===== src/sv/deq_pkg.sv =====
// Shared types and defaults for the double-ended queue core.
`default_nettype none

package deq_pkg;

   // Default ring size and element width.
   localparam int unsigned CAPACITY_DEFAULT   = 16;
   localparam int unsigned DATA_WIDTH_DEFAULT = 32;

   // Operation codes carried on the request side.
   typedef enum logic [1:0] {
      OP_PUSH_FRONT = 2'd0,
      OP_PUSH_BACK  = 2'd1,
      OP_POP_FRONT  = 2'd2,
      OP_POP_BACK   = 2'd3
   } op_type;

   // Status codes returned with every response.
   typedef enum logic [1:0] {
      ST_OK    = 2'd0,
      ST_EMPTY = 2'd1,
      ST_FULL  = 2'd2
   } status_type;

endpackage

`default_nettype wire


===== src/sv/deq_ram.sv =====
// Generic RAM with one write port and two registered read ports.
`default_nettype none

module deq_ram #(
   parameter int unsigned WIDTH = deq_pkg::DATA_WIDTH_DEFAULT,
   parameter int unsigned DEPTH = deq_pkg::CAPACITY_DEFAULT
) (
   input  wire logic                     clock,
   input  wire logic                     wr_en,
   input  wire logic [$clog2(DEPTH)-1:0] wr_addr,
   input  wire logic [WIDTH-1:0]         wr_data,
   input  wire logic [$clog2(DEPTH)-1:0] rd_addr_a,
   input  wire logic [$clog2(DEPTH)-1:0] rd_addr_b,
   output logic      [WIDTH-1:0]         rd_data_a,
   output logic      [WIDTH-1:0]         rd_data_b
);

   logic [WIDTH-1:0] mem_ff [DEPTH];
   logic [WIDTH-1:0] rd_data_a_ff;
   logic [WIDTH-1:0] rd_data_b_ff;

   // Reads return the contents from before a write at the same edge.
   always_ff @(posedge clock) begin
      if (wr_en) begin
         mem_ff[wr_addr] <= wr_data;
      end
      rd_data_a_ff <= mem_ff[rd_addr_a];
      rd_data_b_ff <= mem_ff[rd_addr_b];
   end

   assign rd_data_a = rd_data_a_ff;
   assign rd_data_b = rd_data_b_ff;

endmodule

`default_nettype wire


===== src/sv/double_ended_queue_core.sv =====
// Top level of the bounded double-ended queue core.
//
// Usage: each request item carries an operation code on req_tuser (push front,
// push back, pop front, pop back) and a value on req_tdata that only pushes use.
// Every request item produces exactly one response item on the rsp_ channel with
// the popped value, the front and back values after the operation, the element
// count and a status code (ok, pop on empty refused, push on full refused).
// The core takes one item per cycle unless stalled. A response appears in the
// cycle after its request is accepted and sits in the output register until
// it is taken. The rate is set by the single output register: a request is
// accepted when that register is empty or is being emptied in the same cycle,
// so a stalled receiver stalls the request side too; nothing is lost or repeated.
// The front and back elements are held in registers; the elements one step
// further in are prefetched from a two-read-port ring RAM every cycle, with
// the write of the previous cycle forwarded, so a pop finds its successor
// without waiting. Reset (synchronous, active high) empties the queue and
// drops any pending response; the RAM itself is not cleared, since no entry
// is ever read before it is written.
`default_nettype none

module double_ended_queue_core #(
   parameter int unsigned CAPACITY   = deq_pkg::CAPACITY_DEFAULT,
   parameter int unsigned DATA_WIDTH = deq_pkg::DATA_WIDTH_DEFAULT
) (
   input  wire logic         clock,
   input  wire logic         reset,
   // Request channel.
   input  wire logic         req_tvalid,
   output logic              req_tready,
   input  wire logic [31:0]  req_tdata,   // [31:0] push_value
   input  wire logic [1:0]   req_tuser,   // [1:0] operation
   // Response channel.
   output logic              rsp_tvalid,
   input  wire logic         rsp_tready,
   // [31:0] popped_value, [63:32] front_value, [95:64] back_value,
   // [100:96] element_count, [103:101] zero
   output logic      [103:0] rsp_tdata,
   output logic      [1:0]   rsp_tuser    // [1:0] status
);

   localparam int unsigned IDX_W = $clog2(CAPACITY);
   localparam int unsigned CNT_W = $clog2(CAPACITY + 1);
   localparam logic [IDX_W-1:0] LAST_IDX = IDX_W'(CAPACITY - 1);
   localparam logic [CNT_W-1:0] FULL_CNT = CNT_W'(CAPACITY);
   localparam logic [CNT_W-1:0] ONE_CNT  = CNT_W'(1);

   // Ring index step forward and backward with wrap.
   function automatic logic [IDX_W-1:0] idx_inc(input logic [IDX_W-1:0] idx);
      return (idx == LAST_IDX) ? '0 : idx + IDX_W'(1);
   endfunction

   function automatic logic [IDX_W-1:0] idx_dec(input logic [IDX_W-1:0] idx);
      return (idx == '0) ? LAST_IDX : idx - IDX_W'(1);
   endfunction

   // Queue state: head points at the front element, tail at the back element.
   logic [IDX_W-1:0]      head_ff, head_in;
   logic [IDX_W-1:0]      tail_ff, tail_in;
   logic [CNT_W-1:0]      count_ff, count_in;
   logic [DATA_WIDTH-1:0] front_ff, front_in;
   logic [DATA_WIDTH-1:0] back_ff, back_in;

   // Last RAM write and the read addresses issued at the same edge.
   logic                  wr_pend_ff;
   logic [IDX_W-1:0]      wr_addr_ff;
   logic [DATA_WIDTH-1:0] wr_data_ff;
   logic [IDX_W-1:0]      rd_front_addr_ff;
   logic [IDX_W-1:0]      rd_back_addr_ff;

   // Response register.
   logic                  rsp_valid_ff, rsp_valid_in;
   logic [103:0]          rsp_data_ff, rsp_data_in;
   logic [1:0]            rsp_user_ff, rsp_user_in;

   logic                  accept;
   logic                  is_full;
   logic                  is_empty;
   deq_pkg::op_type       op;
   logic [DATA_WIDTH+31:0] value_ext;
   logic [DATA_WIDTH-1:0] value;
   logic                  wr_en;
   logic [IDX_W-1:0]      wr_addr;
   logic [IDX_W-1:0]      rd_front_addr;
   logic [IDX_W-1:0]      rd_back_addr;
   logic [DATA_WIDTH-1:0] ram_rd_front;
   logic [DATA_WIDTH-1:0] ram_rd_back;
   logic [DATA_WIDTH-1:0] front2;
   logic [DATA_WIDTH-1:0] back2;
   logic [DATA_WIDTH-1:0] popped;
   deq_pkg::status_type   status;
   logic [DATA_WIDTH+31:0] popped_ext;
   logic [DATA_WIDTH+31:0] front_ext;
   logic [DATA_WIDTH+31:0] back_ext;
   logic [CNT_W+4:0]      count_ext;

   // A request enters when the response register is free or being drained.
   assign req_tready = !rsp_valid_ff || rsp_tready;
   assign accept     = req_tvalid && req_tready;
   assign is_full    = (count_ff == FULL_CNT);
   assign is_empty   = (count_ff == '0);
   assign op         = deq_pkg::op_type'(req_tuser);

   // The push value keeps its low DATA_WIDTH bits, zero-extended if wider.
   assign value_ext  = {{DATA_WIDTH{1'b0}}, req_tdata};
   assign value      = value_ext[DATA_WIDTH-1:0];

   // Second-from-front and second-from-back, with the last write forwarded
   // because the RAM returns old data on a same-edge collision.
   assign front2 = (wr_pend_ff && (wr_addr_ff == rd_front_addr_ff)) ? wr_data_ff
                                                                     : ram_rd_front;
   assign back2  = (wr_pend_ff && (wr_addr_ff == rd_back_addr_ff)) ? wr_data_ff
                                                                    : ram_rd_back;

   // Operation decode and next queue state.
   always_comb begin
      head_in  = head_ff;
      tail_in  = tail_ff;
      count_in = count_ff;
      front_in = front_ff;
      back_in  = back_ff;
      wr_en    = 1'b0;
      wr_addr  = idx_dec(head_ff);
      popped   = '0;
      status   = deq_pkg::ST_OK;
      if (accept) begin
         unique case (op)
            deq_pkg::OP_PUSH_FRONT: begin
               if (is_full) begin
                  status = deq_pkg::ST_FULL;
               end else begin
                  wr_en    = 1'b1;
                  wr_addr  = idx_dec(head_ff);
                  head_in  = idx_dec(head_ff);
                  count_in = count_ff + ONE_CNT;
                  front_in = value;
                  if (is_empty) begin
                     back_in = value;
                  end
               end
            end
            deq_pkg::OP_PUSH_BACK: begin
               if (is_full) begin
                  status = deq_pkg::ST_FULL;
               end else begin
                  wr_en    = 1'b1;
                  wr_addr  = idx_inc(tail_ff);
                  tail_in  = idx_inc(tail_ff);
                  count_in = count_ff + ONE_CNT;
                  back_in  = value;
                  if (is_empty) begin
                     front_in = value;
                  end
               end
            end
            deq_pkg::OP_POP_FRONT: begin
               if (is_empty) begin
                  status = deq_pkg::ST_EMPTY;
               end else begin
                  popped   = front_ff;
                  head_in  = idx_inc(head_ff);
                  count_in = count_ff - ONE_CNT;
                  if (count_ff == ONE_CNT) begin
                     front_in = '0;
                     back_in  = '0;
                  end else begin
                     front_in = front2;
                  end
               end
            end
            deq_pkg::OP_POP_BACK: begin
               if (is_empty) begin
                  status = deq_pkg::ST_EMPTY;
               end else begin
                  popped   = back_ff;
                  tail_in  = idx_dec(tail_ff);
                  count_in = count_ff - ONE_CNT;
                  if (count_ff == ONE_CNT) begin
                     front_in = '0;
                     back_in  = '0;
                  end else begin
                     back_in = back2;
                  end
               end
            end
            default: begin
               status = deq_pkg::ST_OK;
            end
         endcase
      end
   end

   // Prefetch the neighbors of the next front and back every cycle.
   assign rd_front_addr = idx_inc(head_in);
   assign rd_back_addr  = idx_dec(tail_in);

   deq_ram #(
      .WIDTH (DATA_WIDTH),
      .DEPTH (CAPACITY)
   ) u_ram (
      .clock     (clock),
      .wr_en     (wr_en),
      .wr_addr   (wr_addr),
      .wr_data   (value),
      .rd_addr_a (rd_front_addr),
      .rd_addr_b (rd_back_addr),
      .rd_data_a (ram_rd_front),
      .rd_data_b (ram_rd_back)
   );

   // Response packing; values are shown in 32 bits.
   assign popped_ext = {32'b0, popped};
   assign front_ext  = {32'b0, front_in};
   assign back_ext   = {32'b0, back_in};
   assign count_ext  = {5'b0, count_in};

   always_comb begin
      rsp_valid_in = rsp_valid_ff;
      rsp_data_in  = rsp_data_ff;
      rsp_user_in  = rsp_user_ff;
      if (accept) begin
         rsp_valid_in = 1'b1;
         rsp_data_in  = {3'b0, count_ext[4:0], back_ext[31:0], front_ext[31:0],
                         popped_ext[31:0]};
         rsp_user_in  = status;
      end else if (rsp_tready) begin
         rsp_valid_in = 1'b0;
      end
   end

   always_ff @(posedge clock) begin
      if (reset) begin
         head_ff      <= '0;
         tail_ff      <= LAST_IDX;
         count_ff     <= '0;
         front_ff     <= '0;
         back_ff      <= '0;
         wr_pend_ff   <= 1'b0;
         rsp_valid_ff <= 1'b0;
      end else begin
         head_ff      <= head_in;
         tail_ff      <= tail_in;
         count_ff     <= count_in;
         front_ff     <= front_in;
         back_ff      <= back_in;
         wr_pend_ff   <= wr_en;
         rsp_valid_ff <= rsp_valid_in;
      end
   end

   always_ff @(posedge clock) begin
      wr_addr_ff       <= wr_addr;
      wr_data_ff       <= value;
      rd_front_addr_ff <= rd_front_addr;
      rd_back_addr_ff  <= rd_back_addr;
      rsp_data_ff      <= rsp_data_in;
      rsp_user_ff      <= rsp_user_in;
   end

   assign rsp_tvalid = rsp_valid_ff;
   assign rsp_tdata  = rsp_data_ff;
   assign rsp_tuser  = rsp_user_ff;

   // The count never runs past the ring size.
   a_count_bound: assert property (@(posedge clock) disable iff (reset)
      count_ff <= FULL_CNT)
      else $error("element count exceeds capacity");

   // An empty queue shows zero at both ends.
   a_empty_zero: assert property (@(posedge clock) disable iff (reset)
      (count_ff == '0) |-> ((front_ff == '0) && (back_ff == '0)))
      else $error("empty queue holds nonzero end values");

   // With one element the head and tail pointers meet.
   a_single_ptr: assert property (@(posedge clock) disable iff (reset)
      (count_ff == ONE_CNT) |-> (head_ff == tail_ff))
      else $error("head and tail disagree with one element");

   // A refused push leaves the count unchanged.
   a_full_hold: assert property (@(posedge clock) disable iff (reset)
      (accept && is_full && ((op == deq_pkg::OP_PUSH_FRONT) || (op == deq_pkg::OP_PUSH_BACK)))
      |=> (count_ff == $past(count_ff)))
      else $error("refused push changed the count");

   // A refused pop leaves the queue empty.
   a_empty_hold: assert property (@(posedge clock) disable iff (reset)
      (accept && is_empty && ((op == deq_pkg::OP_POP_FRONT) || (op == deq_pkg::OP_POP_BACK)))
      |=> (count_ff == '0))
      else $error("refused pop changed the count");

endmodule

`default_nettype wire

===== config.mk =====
export PLATFORM = sky130hd
export DESIGN_NAME = double_ended_queue_core
export DESIGN_NICKNAME = d
export VERILOG_FILES = /design/src/sv/deq_pkg.sv /design/src/sv/deq_ram.sv /design/src/sv/double_ended_queue_core.sv
export SDC_FILE = /design/constraint.sdc
export NUM_CORES = 1
export LEC_CHECK = 0
export BUFFER_PORTS_ARGS = -buffer_cell sky130_fd_sc_hd__buf_2
export CORE_ASPECT_RATIO = 1.1
export CORE_MARGIN = 2
export CORE_UTILIZATION = 40
export DETAILED_ROUTE_END_ITERATION = 10
export GPL_TIMING_DRIVEN = 0
export PLACE_DENSITY = 0.59
export SYNTH_ARGS = -nofsm -noshare
export SYNTH_HDL_FRONTEND = slang
export SYNTH_SLANG_ARGS = --single-unit

===== constraint.sdc =====
create_clock -name clock -period 8 [get_ports clock]
set_input_delay 0.8 -clock clock [delete_from_list [all_inputs] [get_ports clock]]
set_output_delay 0.8 -clock clock [all_outputs]
set_load 0.1 [all_outputs]

# == Word level (Yosys, flattened, before mapping) ==
# Memories as Yosys holds them, arrays and structs flattened. A register that Yosys moved wholly into a read port is not among the register bits.
# Index checks and enable logic that the tools add are counted.
# Widths: inputs -> output; s select.
# op_classes
n_reduce_logical,13
muxes,54
addsub,8
eq_ne,10
# op_table
operator,n
$mux 32,20
$pmux 32 s4,2
$pmux 32 s2,1
$mux 4,15
$pmux 4 s2,2
$mux 5,3
$add 4x1->4 const B,3
$eq 4x4->1 const B,3
$logic_not 4->1,3
$sub 4x1->4 const B,3
$pmux 5 s2,1
$eq 4x4->1,2
$mux 1,8
$add 5x1->5 const B,1
$eq 5x1->1 const B,1
$eq 5x5->1 const B,1
$logic_not 5->1,1
$sub 5x1->5 const B,1
$eq 2x2->1 const B,2
$pmux 2 s2,1
$reduce_or 2->1,2
$logic_and 1x1->1,3
$eq 2x1->1 const B,1
$logic_not 2->1,1
4 further kinds,4
# word_totals
out_inout_bits,108
n_memories,1
ram_bits,512
regBits,226
in_bits,38
# memory_table
name,depth,word_bits,rd,rd_clocked_by_memory_dff,write_ports,line_no,text
u_ram.mem_ff,16,32,2,2,1,deq_ram.sv:18,logic [WIDTH-1:0] mem_ff [DEPTH];

# == Longest topological paths before layout ==
# Gate-level depths: netlist (run 1).
# logic_depth
ltp_word,7
mapped_depth,22
mapped_depth_nobuf,16

# == Modules after synthesis ==
# A second synthesis (run 1) with hierarchy kept.
# unflattened
cells_unflattened,2666
area_unflattened_um2,37258.2
# by_module_without_submodules
mod,cells_each,instances,seq_area_each_um2,area_per_inst_um2
deq_ram,1141,1,16656.0,24188.2
double_ended_queue_core,1525,1,5555.3,13070.0

# == Least setup slack after synthesis (run 1) ==
# No wires, ideal clock.
# synth_timing
path_type,register to register
start,"register rsp_valid_ff, in the netlist rsp_tvalid"
end,memory u_ram.mem_ff[11][0] in the netlist's numbering (enable)
required_ns,7.579
path_stages_with_launch,8
n_path_buf,1
path_slack_ns,0.582
setup_ns,0.421
t_arrival_ns,6.997
cell_sequence,dfxtp_1 -> nor2b_1 -> clkinv_1 -> nand2_1 -> inv_2 -> buf_1 -> nand4_1 -> nor2_1
# synth_between
elab_chain_len,6
elab_cells_between_ends,7
cone_classes,mux: 4; reduce/logical: 3
# synth_lines
element,line_no,text
"start, declared",double_ended_queue_core.sv:71,"logic rsp_valid_ff, rsp_valid_in;"
"start signal, assigned",double_ended_queue_core.sv:246,rsp_valid_ff <= rsp_valid_in;
$logic_not 1->1 *,double_ended_queue_core.sv:97,assign req_tready = !rsp_valid_ff || rsp_tready;
$logic_or 1x1->1 *,double_ended_queue_core.sv:97,
via req_tready,double_ended_queue_core.sv:29,"output logic req_tready,"
$logic_and 1x1->1 *,double_ended_queue_core.sv:98,assign accept = req_tvalid && req_tready;
via accept,double_ended_queue_core.sv:75,logic accept;
$mux 1,double_ended_queue_core.sv:125,if (accept) begin
$mux 1,deq_ram.sv:24,if (wr_en) begin
$mux 1 (implied by the code),deq_ram.sv:25,mem_ff[wr_addr] <= wr_data;
"end, declared",deq_ram.sv:18,
# Mark *: on every way through the listed nets, which the timed path passes. The rest lies on a longest branch.

# == Worst setup path after layout (run 1) ==
# layout_timing
start,register count_ff[0]
end,"register u_ram.rd_data_b_ff[14], in the netlist u_ram.rd_data_b[14], read port of u_ram.mem_ff"
# layout_between
elab_chain_len,6
elab_cells_between_ends,9
cone_classes,add/sub: 1; eq/ne: 1; mux: 5; reduce/logical: 2
# layout_lines
element,line_no,text
"start, declared",double_ended_queue_core.sv:59,"logic [CNT_W-1:0] count_ff, count_in;"
"start signal, assigned",double_ended_queue_core.sv:242,count_ff <= count_in;
$eq 5x5->1 / $logic_not 5->1 (equally long branches),"double_ended_queue_core.sv:99, double_ended_queue_core.sv:100",
"$mux 4, on equally long branches","double_ended_queue_core.sv:142, double_ended_queue_core.sv:171",
$pmux 4 s2 *,double_ended_queue_core.sv:126,unique case (op)
$mux 4 *,double_ended_queue_core.sv:125,
$sub 4x1->4 / $logic_not 4->1 (equally long branches),double_ended_queue_core.sv:53,return (idx == '0) ? LAST_IDX : idx - IDX_W'(1);
$mux 4 *,double_ended_queue_core.sv:53,
"end, declared",deq_ram.sv:20,logic [WIDTH-1:0] rd_data_b_ff;
# Mark *: on every way between the ends. The rest lies on a longest branch, timed or not.
# A chain may end at the register's enable or synchronous reset.

==> results of run 1 <==
## path summary, 6_finish.rpt
check	start	end	slack, ns
worst min-delay path	req_tvalid	rsp_tvalid	0.45
worst min register to register	back_ff[22]	rsp_tdata[22]	0.61
worst max-delay path	count_ff[0]	u_ram.rd_data_b[14]	0.19
worst max register to register	count_ff[0]	u_ram.rd_data_b[14]	0.19
## state kept, by name, indices dropped and copies added (netlist names)
| register | cells |
|---|---|
| back_ff | 32 |
| count_ff | 5 |
| front_ff | 32 |
| head_ff | 4 |
| rd_back_addr_ff | 4 |
| rd_front_addr_ff | 4 |
| rsp_tdata | 101 |
| rsp_tuser | 2 |
| rsp_tvalid | 1 |
| tail_ff | 4 |
| u_ram.mem_ff | 512 |
| u_ram.rd_data_a | 32 |
| u_ram.rd_data_b | 32 |
| wr_addr_ff | 4 |
| wr_data_ff | 32 |
| wr_pend_ff | 1 |
## cell usage after synthesis (5+ instances only)
cell type  count  share of area [%]
mux2i_1      479                 13
o221ai_1      47                1.1
o22ai_1       63                1.1
mux2_2       151                4.5
nor2_1       182                1.8
nand3_1       64               0.86
inv_1         20               0.20
nand2_1      175                1.8
mux4_2         9               0.54
o211ai_1      11               0.22
dfxtp_1      187                 10
a32o_1        11               0.29
buf_2         52               0.69
a31oi_1        9               0.15
a22o_1        33               0.77
clkbuf_1     157                1.6
edfxtp_1     615                 49
xnor2_1        9               0.21
ha_1          10               0.33
a21boi_0       8               0.16
nand4_1        6               0.10
a21oi_1      223                3.0
inv_2          5              0.050
o2111ai_1     10               0.23
o21ai_0      120                1.6
o21a_1         9               0.18
o32ai_1        8               0.19
o221a_2       12               0.36
buf_1         19               0.19
or3_1          5              0.084
a22oi_1        8               0.16
nor2b_1       72                1.2
nand2b_1      11               0.18
and2_1        35               0.58
a221o_1       31               0.83
a32oi_1       10               0.23
o22a_1        36               0.84
nor3_1         5              0.067
## where the power goes
part | leakage, nW | internal [mW] | total [mW] | switching [mW]
sequential | 7.20 | 4.79 | 4.92 | 0.136
clock | 1.31 | 2.19 | 3.87 | 1.68
combinational | 8.47 | 0.946 | 3.27 | 2.32
total | 17.0 | 7.93 | 12.1 | 4.14
## layout make-up
| type | instances | area [sq um] |
|---|---|---|
| diodes | 1 | 2.50 |
| multi-input cells | 1925 | 14300 |
| well taps | 1249 | 1560 |
| clock buffers | 100 | 2160 |
| clock inverters | 49 | 497 |
| inverters | 26 | 97.6 |
| fillers | 8320 | 49600 |
| plain buffers | 232 | 957 |
| flip-flops and latches | 802 | 22200 |
| repair buffers | 166 | 1290 |
## metal layers
metal  up-vias  GRT usage (%)
li1      11902              -
met4         6           13.8
met2      1527           45.9
met3       363           5.70
met5         -              0
met1     13655           36.6
## through the flow
| stage | hold WS [ns] | instances |
|---|---|---|
| 5_1_grt | 0.469 | 4549 |
| 4_1_cts | 0.422 | 4549 |
| 6_report | 0.451 | 4550 |
| 3_3_place_gp | 0.597 | 4374 |
| 3_5_place_dp | 0.593 | 4400 |
| 2_1_floorplan | 0.550 | 2985 |
## worst max-delay path: cells and delay by family (launching register included)
kind / cells / cell delay, ns
compound gates: 4 / 1.88
fa+ha+maj: 2 / 0.50
buf+inv: 8 / 3.06
flops: 1 / 0.42
simple gates: 5 / 1.69
## timing repair
action / CTS / global route
gates cloned: 0 / 0
resized for setup: 1 / 3
endpoints found under the setup margin: 3 / 18
## kinds of logic (layout without fill, tap and decap cells)
kind of cell / after synthesis / in the layout / share of synthesized area [%]
XOR/XNOR: 15 / 15 / 0.424
adder cells (fa/ha/maj): 10 / 10 / 0.334
AO/OA/AOI/OAI: 683 / 683 / 12.1
multiplexers: 639 / 639 / 17.9
AND/OR/NAND/NOR: 575 / 575 / 7.12
other: 1 / 4 / 0.0100
buffers and inverters: 258 / 573 / 2.81
flip-flops: 802 / 802 / 59.3
==> results by group, run 1 <==
Run status
  • Status: complete, but fails checks
  • Failing checks: capacitance limit, slew limit

Die
  • Core Rows: 117
  • Core area: 92700 sq um
  • Initial Util: 40.4%
  • Die height: 325 um
  • Die Width: 296 um
  • I/O pin cnt: 146
  • Die footprint: 96100 sq um

Worst setup path
  • CP endpoint kind: flip-flop
  • CP Max Fanout: 10
  • Slowest CP cell: o311ai_0
  • CP Data Arrival Time: 8.24 ns
  • Crit-path cells: inv_1, ha_1, or4b_1, buf_2, nand2_1, o311ai_0, nand2_1, inv_2, clkbuf_2, ha_1, clkbuf_1, inv_1, a41oi_1, inv_1, nor2_2, clkbuf_1, nand3_1, o311ai_0, a21oi_1
  • Max incr delay on CP: 0.79 ns
  • Most frequent CP cell: inv_1
  • Reg2Reg Depth: 19
  • Startpoint Class: flip-flop
  • Setup CP Type: flip-flop to flip-flop
  • Required @ worst endpoint: 8.44 ns

Global route
  • Initial antenna violation count: 14
  • Wire length of the first global-routing pass: 195 mm
  • Largest net degree at the start of global routing: 44
  • Vias in the first global route: 26887
  • Overall routing resource usage: 28.5%
  • Total grt overflow: 0

Synth
  • Prevailing post-synth register cell: edfxtp_1
  • Synth cell types: 73
  • Post-synthesis cell area: 37500 sq um
  • Synth Register Bits: 802
  • Ys Warns: 0
  • Synth Instances: 2983
  • Syn Area/Cell: 12.6 sq um
  • Post-synth ARST share: 0%
  • EDFF count, synth: 615
  • Seq/Total Area, Yosys: 59.3%

STA
  • Fin Setup TNS: 0 ns
  • Max-slew violation count: 10
  • Setup ws final: 0.194 ns
  • Period utilization: 97.6%
  • Period minus WS final: 7.81 ns
  • Final hold violations: 0
  • Setup violators final: 0
  • Fmax: 0.128 GHz
  • Worst slew margin: -0.412%
  • Skew final: 0.0212 ns
  • RSZ-0062 raised after global routing: false
  • Slew @ Worst Pin: 1.51 ns

Route
  • M1 WL: 54.1 mm
  • Metal2 WL: 64.9 mm
  • Router iterations before antenna repair: 6
  • Iter 0 DRT Violations: 3566
  • Antenna viol nets, final: 0
  • Via count: 27453
  • DR WL/cell: 30.7 um
  • Vias per inst: 6.03
  • Remaining routing DRC violations: 0
  • Metal3 WL: 13.4 mm
  • Top layer in use: met5
  • Drt total wl: 140 mm

Placement
  • Final Wtd Congestion: 0.932
  • Port-buffer cells: 140
  • Detail Placement HPWL: 95.8 mm
  • Dpl cell area: 40500 sq um
  • Dpl ws: -0.218 ns

Layout
  • Most frequent cells in the layout: 615 x edfxtp_1, 479 x mux2i_1, 223 x a21oi_1
  • Design area: 43100 sq um
  • Area grow syn2layout: 15.1%
  • Most common cell after layout, fill and taps aside: edfxtp_1
  • Final #Nets: 3281
  • Post-layout util: 46.5%
  • Layout cell share with drive strength beyond 1: 16.5%

Clocking
  • Clk root buf: clkbuf_16
  • Clock transition at path regs: 0.07 ns
  • Total CTS buffers: 80
  • Clock Sinks: 802
  • Clock Tree Buf Depth: 3
  • Clock Latency Late Sink: 0.67 ns
  • Hold-fix buffers at CTS: 0
  • Post-CTS setup buffers: 0
  • H-tree level count: 3
  • TritonCTS clock tree: built

Min path
  • Hold Path Depth: 3
  • Worst Hold Class: input port to flip-flop

Pwr
  • VDD IR max: 178 uV
  • Static leakage: 17.0 nW
  • Tot Pwr: 12.1 mW
  • Pwr Density: 280 nW/um^2

Flow run
  • Max-cap viol count: 1
(Power assumes the default switching activity.)
==> run 2, diff against run 1 <==
--- a/config.mk
+++ b/config.mk
@@ -12,6 +12,7 @@
 export DETAILED_ROUTE_END_ITERATION = 10
 export GPL_TIMING_DRIVEN = 0
 export PLACE_DENSITY = 0.59
+export REMOVE_ABC_BUFFERS = 1
 export SYNTH_ARGS = -nofsm -noshare
 export SYNTH_HDL_FRONTEND = slang
 export SYNTH_SLANG_ARGS = --single-unit
==> constraint.sdc (replaced) <==
create_clock -name clock -period 9.1 [get_ports clock]
set_input_delay 0 -clock clock [delete_from_list [all_inputs] [get_ports clock]]
set_output_delay 0 -clock clock [all_outputs]
set_load 0.1 [all_outputs]
==> run 2 against run 1 <==
Against the previous run:
- the flow now finishes without violations
- global-route usage is 3.1 points lower
- combinational power is 17% lower
- count of clock-buffer cells in the layout is 12 higher
- highest routed layer unchanged
==> results by group, run 2 (synthesized netlist as in run 1, its figures left out) <==
Layout
  • Post-layout util: 47.7%
  • Layout cell share with drive strength beyond 1: 18.8%
  • Register area: 22200 sq um
  • Largest Register: u_ram.mem_ff
  • Max FFs per register: 512
  • Multi-input logic area: 14600 sq um
  • Area grow syn2layout: 18.1%
  • Most frequent cells in the layout: 615 x edfxtp_1, 479 x mux2i_1, 219 x a21oi_1
  • Most common cell after layout, fill and taps aside: edfxtp_1
  • Post-route insts no fill: 4426
  • Design area: 44200 sq um
  • Final #Nets: 3149
  • Fillcell total: 8026

STA
  • RSZ-0062 raised after global routing: false
  • Max-slew violation count: 0
  • Setup ws final: 0.464 ns
  • Fmax: 0.116 GHz
  • Slew @ Worst Pin: 1.34 ns
  • Fin Setup TNS: 0 ns
  • Skew final: 0.0277 ns
  • Period minus WS final: 8.64 ns
  • Period utilization: 94.9%
  • Final hold violations: 0
  • Worst slew margin: 10.3%
  • Hold_ws: 0.0627 ns
  • Setup violators final: 0

Placement
  • Final Wtd Congestion: 0.811
  • Placed insts: 4226
  • Port-buffer cells: 142
  • Detail Placement HPWL: 76.3 mm
  • Dpl cell area: 40900 sq um
  • Dpl ws: 0.621 ns

Worst setup path
  • CP endpoint kind: flip-flop
  • CP Data Arrival Time: 9.13 ns
  • Required @ worst endpoint: 9.60 ns
  • Startpoint Class: flip-flop
  • Worst path buffer plus inverter count: 5
  • Crit-path cells: inv_1, ha_1, or4b_1, nand2_1, o311ai_0, nand2_4, inv_2, ha_2, buf_12, inv_1, a41oi_4, buf_12, nand2_1, o221a_2, a311oi_1, a31oi_1
  • Max incr delay on CP: 0.97 ns
  • Family with the most delay on the worst path: simple AND/OR/NAND/NOR gates
  • Slowest CP cell: inv_2
  • Setup CP Type: flip-flop to flip-flop
  • CP Max Fanout: 50

Die
  • Core Rows: 117
  • Die Width: 296 um
  • Die height: 325 um
  • Die footprint: 96100 sq um
  • Core area: 92700 sq um
  • Initial Util: 40.4%
  • I/O pin cnt: 146

Pwr
  • VDD IR max: 213 uV
  • Tot Pwr: 10.7 mW
  • Switching Share: 31.8%
  • Sw Pwr: 3.42 mW
  • Static leakage: 17.5 nW
  • Combinational power share: 25.3%
  • Pwr Density: 243 nW/um^2
  • Reg power frac: 40.2%
  • Clock network power share: 34.5%
  • Internal power: 7.33 mW

Route
  • Antenna viol nets, final: 0
  • Drt total wl: 125 mm
  • Remaining routing DRC violations: 0
  • Router iterations before antenna repair: 5
  • Iter 0 DRT Violations: 2817
  • Via count: 27043
  • Vias per inst: 6.11
  • DR WL/cell: 28.2 um

Global route
  • Vias in the first global route: 27075
  • Largest net degree at the start of global routing: 96
  • Total grt overflow: 0
  • Initial antenna violation count: 5
  • Overall routing resource usage: 25.4%
  • Wire length of the first global-routing pass: 179 mm

Clocking
  • Total CTS buffers: 86
  • Clock Tree Buf Depth: 3
  • H-tree level count: 3
  • Clock Sinks: 802
  • Clock transition at path regs: 0.06 ns
  • Clk root buf: clkbuf_16
  • Clock Latency Late Sink: 0.66 ns
  • TritonCTS clock tree: built
  • Post-CTS setup buffers: 0

Flow run
  • Max-cap viol count: 0

Min path
  • Worst Hold Class: input port to flip-flop

Run status
  • Status: finished clean
## run 2: final cells by class
type / count / share of cell area, %
inverter: 26 / 0.255
antenna: 2 / 0.0113
tap: 1249 / 3.53
multi-input combinational: 1925 / 32.9
clock buffer: 112 / 5.38
sequential: 802 / 50.2
clock inverter: 50 / 1.40
timing repair buffer: 260 / 6.29
## run 2: worst paths after layout
path / cells past startpoint / from / slack, ns / end
max: 16 / count_ff[0] / 0.46 / u_ram.rd_data_b[31]
min: 5 / rsp_tready / 0.06 / head_ff[1]
max reg2reg: 16 / count_ff[0] / 0.46 / u_ram.rd_data_b[31]
min reg2reg: 1 / front_ff[7] / 0.59 / rsp_tdata[7]
## run 2: power groups by stage
stage	Sequential, mW	Clock, mW	Combinational (mW)
after floorplan	4.69	0	1.52
after global placement	4.39	0	2.76
after detailed placement	4.39	0	2.66
final	4.32	3.71	2.72
after global routing	4.34	3.88	2.85
after CTS	4.32	3.75	2.68
## run 2: per-layer routing
| layer | up-vias | part of all wire (%) | track usage [%] |
|---|---|---|---|
| met3 | 345 | 9.4 | 5.47 |
| met1 | 13578 | 42 | 34.4 |
| met5 | - | 0.037 | 0 |
| li1 | 11651 | - | - |
| met2 | 1461 | 45 | 39.0 |
| met4 | 8 | 4.2 | 11.3 |
## run 2: timing repair
action | in CTS | in global routing
endpoints found under the hold margin | 571 | 0
resized for setup | 0 | 0
hold buffers | 35 | 0
## run 2: tightest hold or removal path: stages
cell,delay (ns)
buf_2,0.08
nor2b_1,0.06
nor2_1,0.14
o221ai_1,0.25
nor2_1,0.16
